==> src/design/rba_pkg.sv <==
// Shared types and constants for the rectangle blit / alpha blend block
package rba_pkg;

   localparam int MaxDimDefault = 4096;
   localparam int QueueDepth    = 4;
   localparam int PosW          = 14;   // dest (12 bits) plus a counter of up to 13 bits
   localparam int PitchW        = 16;
   localparam int OffsetW       = 29;
   localparam int CsrIndexW     = 3;
   localparam int CsrDataW      = 16;
   localparam int DimW          = 17;   // holds any clamped dimension up to 65536

   // reciprocals for exact floor division by 65025 and by 255
   localparam logic [16:0] ColorDiv    = 17'd65025;
   localparam logic [16:0] ColorRecip  = 17'd66051;  // floor(2^32 / 65025)
   localparam logic [8:0]  AlphaDiv    = 9'd255;
   localparam logic [16:0] AlphaRecip  = 17'd65793;  // floor(2^24 / 255)

   typedef enum logic [CsrIndexW-1:0] {
      CSR_ROW_PITCH    = 3'd0,
      CSR_DEST_X       = 3'd1,
      CSR_DEST_Y       = 3'd2,
      CSR_RECT_WIDTH   = 3'd3,
      CSR_RECT_HEIGHT  = 3'd4,
      CSR_BLEND_ENABLE = 3'd5
   } csr_index_type;

   // one classified pixel waiting between front and back
   typedef struct packed {
      logic [2:0][7:0]   src_color;
      logic [7:0]        src_alpha;
      logic [2:0][7:0]   dst_color;
      logic [7:0]        dst_alpha;
      logic [PosW-1:0]   row_pos;
      logic [PosW-1:0]   col_pos;
      logic [PitchW-1:0] pitch;
      logic              blend;
      logic              last;
   } rba_item_type;

endpackage

==> src/design/rba_req_if.sv <==
// Input channel: source pixel paired with the destination pixel at its place
interface rba_req_if import rba_pkg::*; ();
   logic       valid;
   logic       ready;
   logic [7:0] src_red;
   logic [7:0] src_green;
   logic [7:0] src_blue;
   logic [7:0] src_alpha;
   logic [7:0] dst_red;
   logic [7:0] dst_green;
   logic [7:0] dst_blue;
   logic [7:0] dst_alpha;

   modport source (
      output valid, src_red, src_green, src_blue, src_alpha,
             dst_red, dst_green, dst_blue, dst_alpha,
      input  ready
   );
   modport sink (
      input  valid, src_red, src_green, src_blue, src_alpha,
             dst_red, dst_green, dst_blue, dst_alpha,
      output ready
   );
endinterface

==> src/design/rba_rsp_if.sv <==
// Result channel: destination offset and new pixel
interface rba_rsp_if import rba_pkg::*; ();
   logic               valid;
   logic               ready;
   logic [OffsetW-1:0] dst_offset;
   logic [7:0]         out_red;
   logic [7:0]         out_green;
   logic [7:0]         out_blue;
   logic [7:0]         out_alpha;
   logic               last_pixel;

   modport source (
      output valid, dst_offset, out_red, out_green, out_blue, out_alpha, last_pixel,
      input  ready
   );
   modport sink (
      input  valid, dst_offset, out_red, out_green, out_blue, out_alpha, last_pixel,
      output ready
   );
endinterface

==> src/design/rect_blit_alpha_blend.sv <==
// Rectangle blitter with copy or exact alpha-over blend, one result per input item.
// Path from input acceptance to the result: queue write, then four compute stages and
// the output register.
// Throughput: one item per clock unless the output stalls, set by the back-end
// pipeline in lockstep; a 4-entry queue keeps the input open in a stall until full.
// Reset (synchronous, active high) clears the walk counters, queue and stage valids,
// and loads pitch and origin 0, width and height 1, copy mode.
module rect_blit_alpha_blend import rba_pkg::*; #(
   parameter int MAX_DIM = MaxDimDefault
) (
   input  logic                 clock,
   input  logic                 reset,
   input  logic                 csr_wr_en,
   input  logic [CsrIndexW-1:0] csr_index,
   input  logic [CsrDataW-1:0]  csr_wr_data,
   rba_req_if.sink              req_chan,
   rba_rsp_if.source            rsp_chan
);

   logic         q_full;
   logic         q_push;
   logic         q_pop;
   logic         q_not_empty;
   rba_item_type q_push_item;
   rba_item_type q_pop_item;

   rba_front #(
      .MAX_DIM (MAX_DIM)
   ) u_front (
      .clock       (clock),
      .reset       (reset),
      .csr_wr_en   (csr_wr_en),
      .csr_index   (csr_index),
      .csr_wr_data (csr_wr_data),
      .req_chan    (req_chan),
      .q_full      (q_full),
      .q_push      (q_push),
      .q_item      (q_push_item)
   );

   rba_queue #(
      .DEPTH (QueueDepth)
   ) u_queue (
      .clock     (clock),
      .reset     (reset),
      .push      (q_push),
      .push_item (q_push_item),
      .full      (q_full),
      .pop       (q_pop),
      .not_empty (q_not_empty),
      .pop_item  (q_pop_item)
   );

   rba_back u_back (
      .clock    (clock),
      .reset    (reset),
      .q_valid  (q_not_empty),
      .q_item   (q_pop_item),
      .q_pop    (q_pop),
      .rsp_chan (rsp_chan)
   );

endmodule

==> src/design/rba_front.sv <==
// Front end: config registers, rectangle walk and item classification
module rba_front import rba_pkg::*; #(
   parameter int MAX_DIM = MaxDimDefault
) (
   input  logic                 clock,
   input  logic                 reset,
   input  logic                 csr_wr_en,
   input  logic [CsrIndexW-1:0] csr_index,
   input  logic [CsrDataW-1:0]  csr_wr_data,
   rba_req_if.sink              req_chan,
   input  logic                 q_full,
   output logic                 q_push,
   output rba_item_type         q_item
);

   localparam int CapDim = (MAX_DIM < 8192) ? MAX_DIM : 8192;
   localparam int CntW   = $clog2(CapDim);
   localparam logic [DimW-1:0] MaxDim = DimW'(MAX_DIM);

   logic [PitchW-1:0] pitch_ff;
   logic [11:0]       dest_x_ff;
   logic [11:0]       dest_y_ff;
   logic [12:0]       width_ff;
   logic [12:0]       height_ff;
   logic              blend_ff;

   logic [CntW-1:0]   col_ff, col_in;
   logic [CntW-1:0]   row_ff, row_in;

   logic [DimW-1:0]   width_lim;
   logic [DimW-1:0]   height_lim;
   logic              col_last;
   logic              row_last;

   always_ff @(posedge clock) begin
      if (reset) begin
         pitch_ff  <= '0;
         dest_x_ff <= '0;
         dest_y_ff <= '0;
         width_ff  <= 13'd1;
         height_ff <= 13'd1;
         blend_ff  <= 1'b0;
      end else if (csr_wr_en) begin
         unique case (csr_index_type'(csr_index))
            CSR_ROW_PITCH:    pitch_ff  <= csr_wr_data;
            CSR_DEST_X:       dest_x_ff <= csr_wr_data[11:0];
            CSR_DEST_Y:       dest_y_ff <= csr_wr_data[11:0];
            CSR_RECT_WIDTH:   width_ff  <= csr_wr_data[12:0];
            CSR_RECT_HEIGHT:  height_ff <= csr_wr_data[12:0];
            CSR_BLEND_ENABLE: blend_ff  <= csr_wr_data[0];
            default: ;
         endcase
      end
   end

   // a zero size acts as one, an oversize acts as the maximum
   always_comb begin
      if (width_ff == '0)
         width_lim = DimW'(1);
      else if (DimW'(width_ff) > MaxDim)
         width_lim = MaxDim;
      else
         width_lim = DimW'(width_ff);

      if (height_ff == '0)
         height_lim = DimW'(1);
      else if (DimW'(height_ff) > MaxDim)
         height_lim = MaxDim;
      else
         height_lim = DimW'(height_ff);
   end

   assign col_last = (DimW'(col_ff) + DimW'(1)) >= width_lim;
   assign row_last = (DimW'(row_ff) + DimW'(1)) >= height_lim;

   assign req_chan.ready = !q_full;
   assign q_push         = req_chan.valid && !q_full;

   always_comb begin
      col_in = col_ff;
      row_in = row_ff;
      if (q_push) begin
         if (col_last) begin
            col_in = '0;
            row_in = row_last ? '0 : row_ff + CntW'(1);
         end else begin
            col_in = col_ff + CntW'(1);
         end
      end
   end

   always_ff @(posedge clock) begin
      if (reset) begin
         col_ff <= '0;
         row_ff <= '0;
      end else begin
         col_ff <= col_in;
         row_ff <= row_in;
      end
   end

   always_comb begin
      q_item.src_color = {req_chan.src_blue, req_chan.src_green, req_chan.src_red};
      q_item.src_alpha = req_chan.src_alpha;
      q_item.dst_color = {req_chan.dst_blue, req_chan.dst_green, req_chan.dst_red};
      q_item.dst_alpha = req_chan.dst_alpha;
      q_item.row_pos   = PosW'(dest_y_ff) + PosW'(row_ff);
      q_item.col_pos   = PosW'(dest_x_ff) + PosW'(col_ff);
      q_item.pitch     = pitch_ff;
      q_item.blend     = blend_ff;
      q_item.last      = col_last && row_last;
   end

endmodule

==> src/design/rba_queue.sv <==
// Short item queue between front and back
module rba_queue import rba_pkg::*; #(
   parameter int DEPTH = QueueDepth
) (
   input  logic         clock,
   input  logic         reset,
   input  logic         push,
   input  rba_item_type push_item,
   output logic         full,
   input  logic         pop,
   output logic         not_empty,
   output rba_item_type pop_item
);

   localparam int PtrW = $clog2(DEPTH);

   rba_item_type          store_ff [DEPTH];
   logic [PtrW-1:0]       wr_ptr_ff;
   logic [PtrW-1:0]       rd_ptr_ff;
   logic [PtrW:0]         count_ff;
   logic                  do_pop;

   assign full      = count_ff == (PtrW+1)'(DEPTH);
   assign not_empty = count_ff != '0;
   assign pop_item  = store_ff[rd_ptr_ff];
   assign do_pop    = pop && not_empty;

   always_ff @(posedge clock) begin
      if (push)
         store_ff[wr_ptr_ff] <= push_item;
   end

   always_ff @(posedge clock) begin
      if (reset) begin
         wr_ptr_ff <= '0;
         rd_ptr_ff <= '0;
         count_ff  <= '0;
      end else begin
         if (push)
            wr_ptr_ff <= (wr_ptr_ff == PtrW'(DEPTH - 1)) ? '0 : wr_ptr_ff + PtrW'(1);
         if (do_pop)
            rd_ptr_ff <= (rd_ptr_ff == PtrW'(DEPTH - 1)) ? '0 : rd_ptr_ff + PtrW'(1);
         if (push && !do_pop)
            count_ff <= count_ff + (PtrW+1)'(1);
         else if (do_pop && !push)
            count_ff <= count_ff - (PtrW+1)'(1);
      end
   end

endmodule

==> src/design/rba_back.sv <==
// Back end: offset arithmetic and exact alpha-over blend pipeline
module rba_back import rba_pkg::*; (
   input  logic         clock,
   input  logic         reset,
   input  logic         q_valid,
   input  rba_item_type q_item,
   output logic         q_pop,
   rba_rsp_if.source    rsp_chan
);

   typedef struct packed {
      logic [2:0][7:0]  src_color;
      logic [7:0]       src_alpha;
      logic [2:0][7:0]  dst_color;
      logic [2:0][15:0] prod;
      logic [15:0]      weight;
      logic [29:0]      row_mul;
      logic [PosW-1:0]  col_pos;
      logic             blend;
      logic             last;
   } s1_type;

   typedef struct packed {
      logic [2:0][7:0]     src_color;
      logic [7:0]          src_alpha;
      logic [2:0][23:0]    num_c;
      logic [15:0]         num_a;
      logic [OffsetW-1:0]  offset;
      logic                blend;
      logic                last;
   } s2_type;

   typedef struct packed {
      logic [2:0][7:0]     src_color;
      logic [7:0]          src_alpha;
      logic [2:0][23:0]    num_c;
      logic [15:0]         num_a;
      logic [2:0][40:0]    est_c;
      logic [32:0]         est_a;
      logic [OffsetW-1:0]  offset;
      logic                blend;
      logic                last;
   } s3_type;

   typedef struct packed {
      logic [2:0][7:0]     src_color;
      logic [7:0]          src_alpha;
      logic [2:0][7:0]     quo_c;
      logic [2:0][16:0]    rem_c;
      logic [7:0]          quo_a;
      logic [8:0]          rem_a;
      logic [OffsetW-1:0]  offset;
      logic                blend;
      logic                last;
   } s4_type;

   logic   adv;
   logic   s1_vld_ff, s2_vld_ff, s3_vld_ff, s4_vld_ff, out_vld_ff;
   s1_type s1_ff, s1_in;
   s2_type s2_ff, s2_in;
   s3_type s3_ff, s3_in;
   s4_type s4_ff, s4_in;

   logic [OffsetW-1:0] out_offset_ff;
   logic [2:0][7:0]    out_color_ff, out_color_in;
   logic [7:0]         out_alpha_ff, out_alpha_in;
   logic               out_last_ff;

   // whole pipeline holds while a finished item waits at the output
   assign adv   = !out_vld_ff || rsp_chan.ready;
   assign q_pop = adv;

   always_comb begin
      s1_in.src_color = q_item.src_color;
      s1_in.src_alpha = q_item.src_alpha;
      s1_in.dst_color = q_item.dst_color;
      s1_in.weight    = 16'(8'd255 - q_item.src_alpha) * 16'(q_item.dst_alpha);
      for (int i = 0; i < 3; i++)
         s1_in.prod[i] = 16'(q_item.src_color[i]) * 16'(q_item.src_alpha);
      s1_in.row_mul   = 30'(q_item.row_pos) * 30'(q_item.pitch);
      s1_in.col_pos   = q_item.col_pos;
      s1_in.blend     = q_item.blend;
      s1_in.last      = q_item.last;
   end

   always_comb begin
      s2_in.src_color = s1_ff.src_color;
      s2_in.src_alpha = s1_ff.src_alpha;
      for (int i = 0; i < 3; i++)
         s2_in.num_c[i] = {s1_ff.prod[i], 8'h00} - 24'(s1_ff.prod[i])
                        + 24'(s1_ff.weight) * 24'(s1_ff.dst_color[i]);
      s2_in.num_a  = {s1_ff.src_alpha, 8'h00} - 16'(s1_ff.src_alpha) + s1_ff.weight;
      s2_in.offset = OffsetW'(s1_ff.row_mul + 30'({s1_ff.col_pos, 2'b00}));
      s2_in.blend  = s1_ff.blend;
      s2_in.last   = s1_ff.last;
   end

   always_comb begin
      s3_in.src_color = s2_ff.src_color;
      s3_in.src_alpha = s2_ff.src_alpha;
      s3_in.num_c     = s2_ff.num_c;
      s3_in.num_a     = s2_ff.num_a;
      for (int i = 0; i < 3; i++)
         s3_in.est_c[i] = 41'(s2_ff.num_c[i]) * 41'(ColorRecip);
      s3_in.est_a  = 33'(s2_ff.num_a) * 33'(AlphaRecip);
      s3_in.offset = s2_ff.offset;
      s3_in.blend  = s2_ff.blend;
      s3_in.last   = s2_ff.last;
   end

   // estimate is low by at most one; keep the remainder for the fix-up
   always_comb begin
      s4_in.src_color = s3_ff.src_color;
      s4_in.src_alpha = s3_ff.src_alpha;
      for (int i = 0; i < 3; i++) begin
         s4_in.quo_c[i] = s3_ff.est_c[i][39:32];
         s4_in.rem_c[i] = 17'(s3_ff.num_c[i]
                              - 24'(s3_ff.est_c[i][39:32]) * 24'(ColorDiv));
      end
      s4_in.quo_a  = s3_ff.est_a[31:24];
      s4_in.rem_a  = 9'(s3_ff.num_a - 16'(s3_ff.est_a[31:24]) * 16'(AlphaDiv));
      s4_in.offset = s3_ff.offset;
      s4_in.blend  = s3_ff.blend;
      s4_in.last   = s3_ff.last;
   end

   always_comb begin
      if (s4_ff.blend) begin
         for (int i = 0; i < 3; i++)
            out_color_in[i] = s4_ff.quo_c[i] + 8'(s4_ff.rem_c[i] >= ColorDiv);
         out_alpha_in = s4_ff.quo_a + 8'(s4_ff.rem_a >= AlphaDiv);
      end else begin
         out_color_in = s4_ff.src_color;
         out_alpha_in = s4_ff.src_alpha;
      end
   end

   always_ff @(posedge clock) begin
      if (reset) begin
         s1_vld_ff  <= 1'b0;
         s2_vld_ff  <= 1'b0;
         s3_vld_ff  <= 1'b0;
         s4_vld_ff  <= 1'b0;
         out_vld_ff <= 1'b0;
      end else if (adv) begin
         s1_vld_ff  <= q_valid;
         s2_vld_ff  <= s1_vld_ff;
         s3_vld_ff  <= s2_vld_ff;
         s4_vld_ff  <= s3_vld_ff;
         out_vld_ff <= s4_vld_ff;
      end
   end

   always_ff @(posedge clock) begin
      if (adv) begin
         s1_ff         <= s1_in;
         s2_ff         <= s2_in;
         s3_ff         <= s3_in;
         s4_ff         <= s4_in;
         out_offset_ff <= s4_ff.offset;
         out_color_ff  <= out_color_in;
         out_alpha_ff  <= out_alpha_in;
         out_last_ff   <= s4_ff.last;
      end
   end

   assign rsp_chan.valid      = out_vld_ff;
   assign rsp_chan.dst_offset = out_offset_ff;
   assign rsp_chan.out_red    = out_color_ff[0];
   assign rsp_chan.out_green  = out_color_ff[1];
   assign rsp_chan.out_blue   = out_color_ff[2];
   assign rsp_chan.out_alpha  = out_alpha_ff;
   assign rsp_chan.last_pixel = out_last_ff;

endmodule
==> src/flat_wrapper.sv <==
// flat-port wrapper written by rule: the top's interface ports become plain ports
module rect_blit_alpha_blend_flat import rba_pkg::*;
#(
   parameter int MAX_DIM = MaxDimDefault
)
  (clock, reset, csr_wr_en, csr_index, csr_wr_data, req_chan_valid, req_chan_src_red, req_chan_src_green, req_chan_src_blue, req_chan_src_alpha, req_chan_dst_red, req_chan_dst_green, req_chan_dst_blue, req_chan_dst_alpha, req_chan_ready, rsp_chan_valid, rsp_chan_dst_offset, rsp_chan_out_red, rsp_chan_out_green, rsp_chan_out_blue, rsp_chan_out_alpha, rsp_chan_last_pixel, rsp_chan_ready);
  rba_req_if req_chan_i ();
  rba_rsp_if rsp_chan_i ();
  input  logic clock;
  input  logic reset;
  input  logic csr_wr_en;
  input  logic [CsrIndexW-1:0] csr_index;
  input  logic [CsrDataW-1:0] csr_wr_data;
  input wire logic [$bits(req_chan_i.valid)-1:0] req_chan_valid;
  input wire logic [$bits(req_chan_i.src_red)-1:0] req_chan_src_red;
  input wire logic [$bits(req_chan_i.src_green)-1:0] req_chan_src_green;
  input wire logic [$bits(req_chan_i.src_blue)-1:0] req_chan_src_blue;
  input wire logic [$bits(req_chan_i.src_alpha)-1:0] req_chan_src_alpha;
  input wire logic [$bits(req_chan_i.dst_red)-1:0] req_chan_dst_red;
  input wire logic [$bits(req_chan_i.dst_green)-1:0] req_chan_dst_green;
  input wire logic [$bits(req_chan_i.dst_blue)-1:0] req_chan_dst_blue;
  input wire logic [$bits(req_chan_i.dst_alpha)-1:0] req_chan_dst_alpha;
  output wire logic [$bits(req_chan_i.ready)-1:0] req_chan_ready;
  output wire logic [$bits(rsp_chan_i.valid)-1:0] rsp_chan_valid;
  output wire logic [$bits(rsp_chan_i.dst_offset)-1:0] rsp_chan_dst_offset;
  output wire logic [$bits(rsp_chan_i.out_red)-1:0] rsp_chan_out_red;
  output wire logic [$bits(rsp_chan_i.out_green)-1:0] rsp_chan_out_green;
  output wire logic [$bits(rsp_chan_i.out_blue)-1:0] rsp_chan_out_blue;
  output wire logic [$bits(rsp_chan_i.out_alpha)-1:0] rsp_chan_out_alpha;
  output wire logic [$bits(rsp_chan_i.last_pixel)-1:0] rsp_chan_last_pixel;
  input wire logic [$bits(rsp_chan_i.ready)-1:0] rsp_chan_ready;
  assign req_chan_i.valid = req_chan_valid;
  assign req_chan_i.src_red = req_chan_src_red;
  assign req_chan_i.src_green = req_chan_src_green;
  assign req_chan_i.src_blue = req_chan_src_blue;
  assign req_chan_i.src_alpha = req_chan_src_alpha;
  assign req_chan_i.dst_red = req_chan_dst_red;
  assign req_chan_i.dst_green = req_chan_dst_green;
  assign req_chan_i.dst_blue = req_chan_dst_blue;
  assign req_chan_i.dst_alpha = req_chan_dst_alpha;
  assign req_chan_ready = req_chan_i.ready;
  assign rsp_chan_valid = rsp_chan_i.valid;
  assign rsp_chan_dst_offset = rsp_chan_i.dst_offset;
  assign rsp_chan_out_red = rsp_chan_i.out_red;
  assign rsp_chan_out_green = rsp_chan_i.out_green;
  assign rsp_chan_out_blue = rsp_chan_i.out_blue;
  assign rsp_chan_out_alpha = rsp_chan_i.out_alpha;
  assign rsp_chan_last_pixel = rsp_chan_i.last_pixel;
  assign rsp_chan_i.ready = rsp_chan_ready;
  rect_blit_alpha_blend #(.MAX_DIM(MAX_DIM)) u_core (.clock(clock), .reset(reset), .csr_wr_en(csr_wr_en), .csr_index(csr_index), .csr_wr_data(csr_wr_data), .req_chan(req_chan_i), .rsp_chan(rsp_chan_i));
endmodule
==> config.mk <==
export PLATFORM = sky130hd
export DESIGN_NAME = rect_blit_alpha_blend_flat
export DESIGN_NICKNAME = d
export VERILOG_FILES = /design/src/design/rba_pkg.sv /design/src/design/rba_req_if.sv /design/src/design/rba_rsp_if.sv /design/src/design/rect_blit_alpha_blend.sv /design/src/design/rba_front.sv /design/src/design/rba_queue.sv /design/src/design/rba_back.sv /design/src/flat_wrapper.sv
export SDC_FILE = /design/constraint.sdc
export NUM_CORES = 2
export LEC_CHECK = 0
export ABC_AREA = 1
export BUFFER_PORTS_ARGS = -buffer_cell sky130_fd_sc_hd__buf_2
export CELL_PAD_IN_SITES_DETAIL_PLACEMENT = 1
export CELL_PAD_IN_SITES_GLOBAL_PLACEMENT = 1
export CORE_UTILIZATION = 47
export DETAILED_ROUTE_END_ITERATION = 10
export GPL_ROUTABILITY_DRIVEN = 0
export GPL_TIMING_DRIVEN = 0
export PLACE_DENSITY = 0.88
export SETUP_SLACK_MARGIN = 0.4
export SYNTH_ARGS = -nofsm -noshare
export SYNTH_HDL_FRONTEND = slang
export SYNTH_SLANG_ARGS = --single-unit
==> constraint.sdc <==
create_clock -name clock -period 16.5 [get_ports clock]
set_input_delay 3.3 -clock clock [delete_from_list [all_inputs] [get_ports clock]]
set_output_delay 3.3 -clock clock [all_outputs]
set_load 0.02 [all_outputs]
==> load_flow_metrics.sql <==
INSERT INTO impl_metrics (metric_group, metric, value, unit) VALUES
('logic_synthesis', 'synth_fa_ha_area_share', '31.1', '%'),
('logic_synthesis', 'synth_xor_xnor_area_share', '3.07', '%'),
('grt', 'first_global_vias', '85900', ''),
('final_layout', 'post_route_cells_drive_above_1_share', '5.86', '%'),
('clock_network', 'tritoncts_clock_tree', 'done', ''),
('floorplan', 'placeableCoreArea', '0.203', 'sq mm'),
('clock_network', 'level_count_of_the_clock_h_tree', '4', ''),
('floorplan', 'die_width', '454', 'microns'),
('grt', 'grt_pass1_wl', '509000', 'microns'),
('logic_synthesis', 'post_synth_mux_area_share', '0', '%'),
('timing', 'drv_slew', '0', ''),
('critical_path', 'number_of_buffer_and_inverter_instances_along_the_worst_setup_path', '7', ''),
('clock_network', 'cts-buffers-inserted', '139', ''),
('clock_network', 'post_cts_hold_buffer_count', '0', ''),
('clock_network', 'clock_sink_count', '1224', ''),
('logic_synthesis', 'dominant_combinational_cell_family_by_area_after_synthesis', 'adder cells', ''),
('logic_synthesis', 'ys_dominant_reg_cell', 'sky130_fd_sc_hd__edfxtp_1', ''),
('final_layout', 'multiInputGateArea', '0.0519', 'sq mm'),
('clock_network', 'cts_setup_buffers', '0', ''),
('place', 'numPortBuffers', '150', ''),
('critical_path', 'worst_ep_required_time', '17060', 'ps'),
('floorplan', 'fp.dieArea', '0.206', 'sq mm'),
('critical_path', 'worstPathMaxFanout', '10', ''),
('logic_synthesis', 'postSynthCellCount', '9838', ''),
('status', 'outcome', 'finished clean', ''),
('detailed_routing', 'drt_pass1_iterations', '9', ''),
('logic_synthesis', 'synth-seq-area-share', '37.2', '%'),
('critical_path', 'worst_path_max_delay_cell', 'sky130_fd_sc_hd__clkbuf_1', ''),
('timing', 'layout_min_cycle_time', '7770', 'ps'),
('detailed_routing', 'remaining_drc_errors', '0', ''),
('timing', 'final_min_period_over_clock_period', '47.1', '%'),
('floorplan', 'die-height', '454', 'microns'),
('final_layout', 'sequential_cell_area', '0.0357', 'sq mm'),
('timing', 'rsz0062_at_grt', 'false', ''),
('timing', 'finClkSkew', '84.1', 'ps'),
('clock_network', 'insertion_delay', '870', 'ps'),
('floorplan', 'core.rowCount', '165', ''),
('final_layout', 'nFillCells', '22500', ''),
('logic_synthesis', 'post-synth-top-area-cell', 'sky130_fd_sc_hd__edfxtp_1', ''),
('grt', 'grt_antenna_before_repair', '53', ''),
('critical_path', 'critical_path_class', 'flop to flop', ''),
('timing', 'timing.final.hold_violations', '0', ''),
('grt', 'grt_use_total', '32.7', '%'),
('detailed_routing', 'drt_iter0_markers', '6986', ''),
('final_layout', 'nets', '12200', ''),
('logic_synthesis', 'synthDominantCellAreaShare', '35.0', '%'),
('clock_network', 'clockRootBuffer', 'sky130_fd_sc_hd__clkbuf_16', ''),
('logic_synthesis', 'compound_gate_portion_of_the_synthesized_area', '7.08', '%'),
('timing', 'worstMarginPinSlew', '1440', 'ps'),
('floorplan', 'floorplan.initialDensity', '47.4', '%'),
('detailed_routing', 'antenna_left', '0', ''),
('clock_network', 'cts.reportedPaths.clkPinSlew', '60', 'ps'),
('critical_path', 'critical_path.startpoint_type', 'flop', ''),
('logic_synthesis', 'synth_fp_nets', '11800', ''),
('critical_path', 'timing.critical_path.cells', 'clkbuf_1 -> clkbuf_1 -> nand2_1 -> fa_1 -> inv_1 -> fa_1 -> inv_1 -> fa_1 -> inv_1 -> fa_1 -> inv_1 -> fa_1 -> inv_1 -> ha_1 -> nand2_1 -> nor4_1 -> a21oi_1 -> nor2_1 -> nor2_1 -> nand2_1 -> nand2_1', ''),
('critical_path', 'setup.worst_path.end_class', 'flop', ''),
('critical_path', 'critical-path-top-delay-family', 'adder cells', ''),
('grt', 'grt.overflow.total', '0', ''),
('flow_run', 'cap_viol_max_count', '0', ''),
('logic_synthesis', 'yosys-top-cells-area', 'sky130_fd_sc_hd__edfxtp_1, sky130_fd_sc_hd__fa_1, sky130_fd_sc_hd__ha_1', ''),
('logic_synthesis', 'post_synth_simple_gate_area', '12.8', '%'),
('detailed_routing', 'route.detailed.wl_per_inst', '26.1', 'microns'),
('timing', 'timing.final.setup_violations', '0', ''),
('grt', 'grt_start_max_net_pins', '47', ''),
('clock_network', 'cts_buffer_depth', '3', ''),
('detailed_routing', 'vias', '76600', ''),
('logic_synthesis', 'yosysWarningCount', '0', ''),
('timing', 'max_freq', '129', 'MHz'),
('clock_network', 'post_cts.resized_instances', '0', ''),
('timing', 'maxSlewHeadroom', '3.90', '%'),
('logic_synthesis', 'synth_cell_types', '58', '');
==> synth_stat cells, drive strengths merged (89+ instances only) <==
cell,instances
a21oi,477
buf,89
clkbuf,136
dfxtp,105
edfxtp,1119
fa,778
ha,1144
inv,1941
nand2,1841
nand3,184
nor2,855
o21ai,349
xnor2,109
xor2,226
==> per-layer routing <==
| layer | routed length (microns) | global-route usage (%) | vias to the layer above |
|---|---|---|---|
| li1 | - | - | 32500 |
| met1 | 115000 | 35.1 | 38000 |
| met5 | 147 | 0 | - |
| met3 | 27900 | 6.90 | 1688 |
| met2 | 167000 | 56.8 | 4432 |
| met4 | 28400 | 24.1 | 22 |
==> worst paths after layout <==
check / from / end / slack (ps) / cells past startpoint
worst max-delay path: u_core.u_back.s1_ff[59] / u_core.u_back.s2_ff[63] / 8730 / 21
worst min-delay path: u_core.u_back.s1_ff[158] / u_core.u_back.s2_ff[143] / 400 / 0
worst max register to register: u_core.u_back.s1_ff[59] / u_core.u_back.s2_ff[63] / 8730 / 21
worst min register to register: u_core.u_back.s1_ff[158] / u_core.u_back.s2_ff[143] / 400 / 0
==> logic make-up after synthesis <==
| group | Yosys count |
|---|---|
| AND/OR/NAND/NOR | 3082 |
| AO/OA/AOI/OAI | 1108 |
| flip-flops | 1224 |
| adder cells (fa/ha/maj) | 1922 |
| XOR/XNOR | 335 |
| buffers and inverters | 2167 |
==> area by class of cell <==
type,instances,area share [%]
clock inverters,83,1.03
well taps,2672,3.16
inverters,1942,6.91
plain buffers,225,1.04
diodes,23,0.0544
clock buffers,172,3.52
multi-input cells,6447,49.1
repair buffers,184,1.38
flip-flops and latches,1224,33.8
==> through the flow <==
stage	cells	hold WS, ps	utilization (%)	cell area, sq um	setup WS [ps]
after floorplan	9838	400	-	96000	1960
after global placement	12700	400	49.4	100000	-2880
after detailed placement	12700	406	49.8	101000	9350
after CTS	12900	403	52.2	106000	9140
after global routing	13000	398	52.2	106000	8800
final	13000	399	52.2	106000	8730
==> cells in the final DEF, fill, tap and decap left out, types with 13 or more instances in the layout <==
cell and n:
sky130_fd_sc_hd__a21boi_0 13, sky130_fd_sc_hd__a21o_1 36, sky130_fd_sc_hd__a21oi_1 476, sky130_fd_sc_hd__a31oi_1 36
sky130_fd_sc_hd__a32oi_2 51, sky130_fd_sc_hd__buf_12 30, sky130_fd_sc_hd__buf_2 195, sky130_fd_sc_hd__buf_4 30
sky130_fd_sc_hd__bufinv_16 15, sky130_fd_sc_hd__clkbuf_1 158, sky130_fd_sc_hd__clkbuf_16 140, sky130_fd_sc_hd__clkinv_1 20
sky130_fd_sc_hd__clkinv_2 18, sky130_fd_sc_hd__dfxtp_1 105, sky130_fd_sc_hd__diode_2 23, sky130_fd_sc_hd__edfxtp_1 1119
sky130_fd_sc_hd__fa_1 778, sky130_fd_sc_hd__ha_1 1144, sky130_fd_sc_hd__inv_1 1903, sky130_fd_sc_hd__inv_2 37
sky130_fd_sc_hd__nand2_1 1840, sky130_fd_sc_hd__nand3_1 183, sky130_fd_sc_hd__nand3b_1 13, sky130_fd_sc_hd__nand4_1 84
sky130_fd_sc_hd__nor2_1 849, sky130_fd_sc_hd__nor3_1 56, sky130_fd_sc_hd__nor4_1 36, sky130_fd_sc_hd__o21ai_0 344
sky130_fd_sc_hd__o21bai_1 35, sky130_fd_sc_hd__o22ai_1 39, sky130_fd_sc_hd__o31ai_1 13, sky130_fd_sc_hd__xnor2_1 108
sky130_fd_sc_hd__xor2_1 225
==> registers in the layout, indices dropped and copies added (netlist names), 13 cells and up, named ones only <==
signal and count:
u_core.u_queue.store_ff 432, u_core.u_back.s1_ff 164, u_core.u_back.s3_ff 155, u_core.u_back.s4_ff 155, u_core.u_back.s2_ff 151, u_core.u_back.rsp_chan.dst_offset 29
u_core.u_front.pitch_ff 16, u_core.u_front.height_ff 13, u_core.u_front.width_ff 13
==> worst reg2reg max path, delay by kind of cell, from the launching register on <==
family | cells | cell delay [ps]
fa+ha+maj | 6 | 3060
buf+inv | 7 | 2280
simple gates | 7 | 1520
flops | 1 | 350
compound gates | 1 | 250
Power is left out: the tool's default activity adds up to more than one toggle a clock period on the data nets, which glitch-free logic cannot reach.
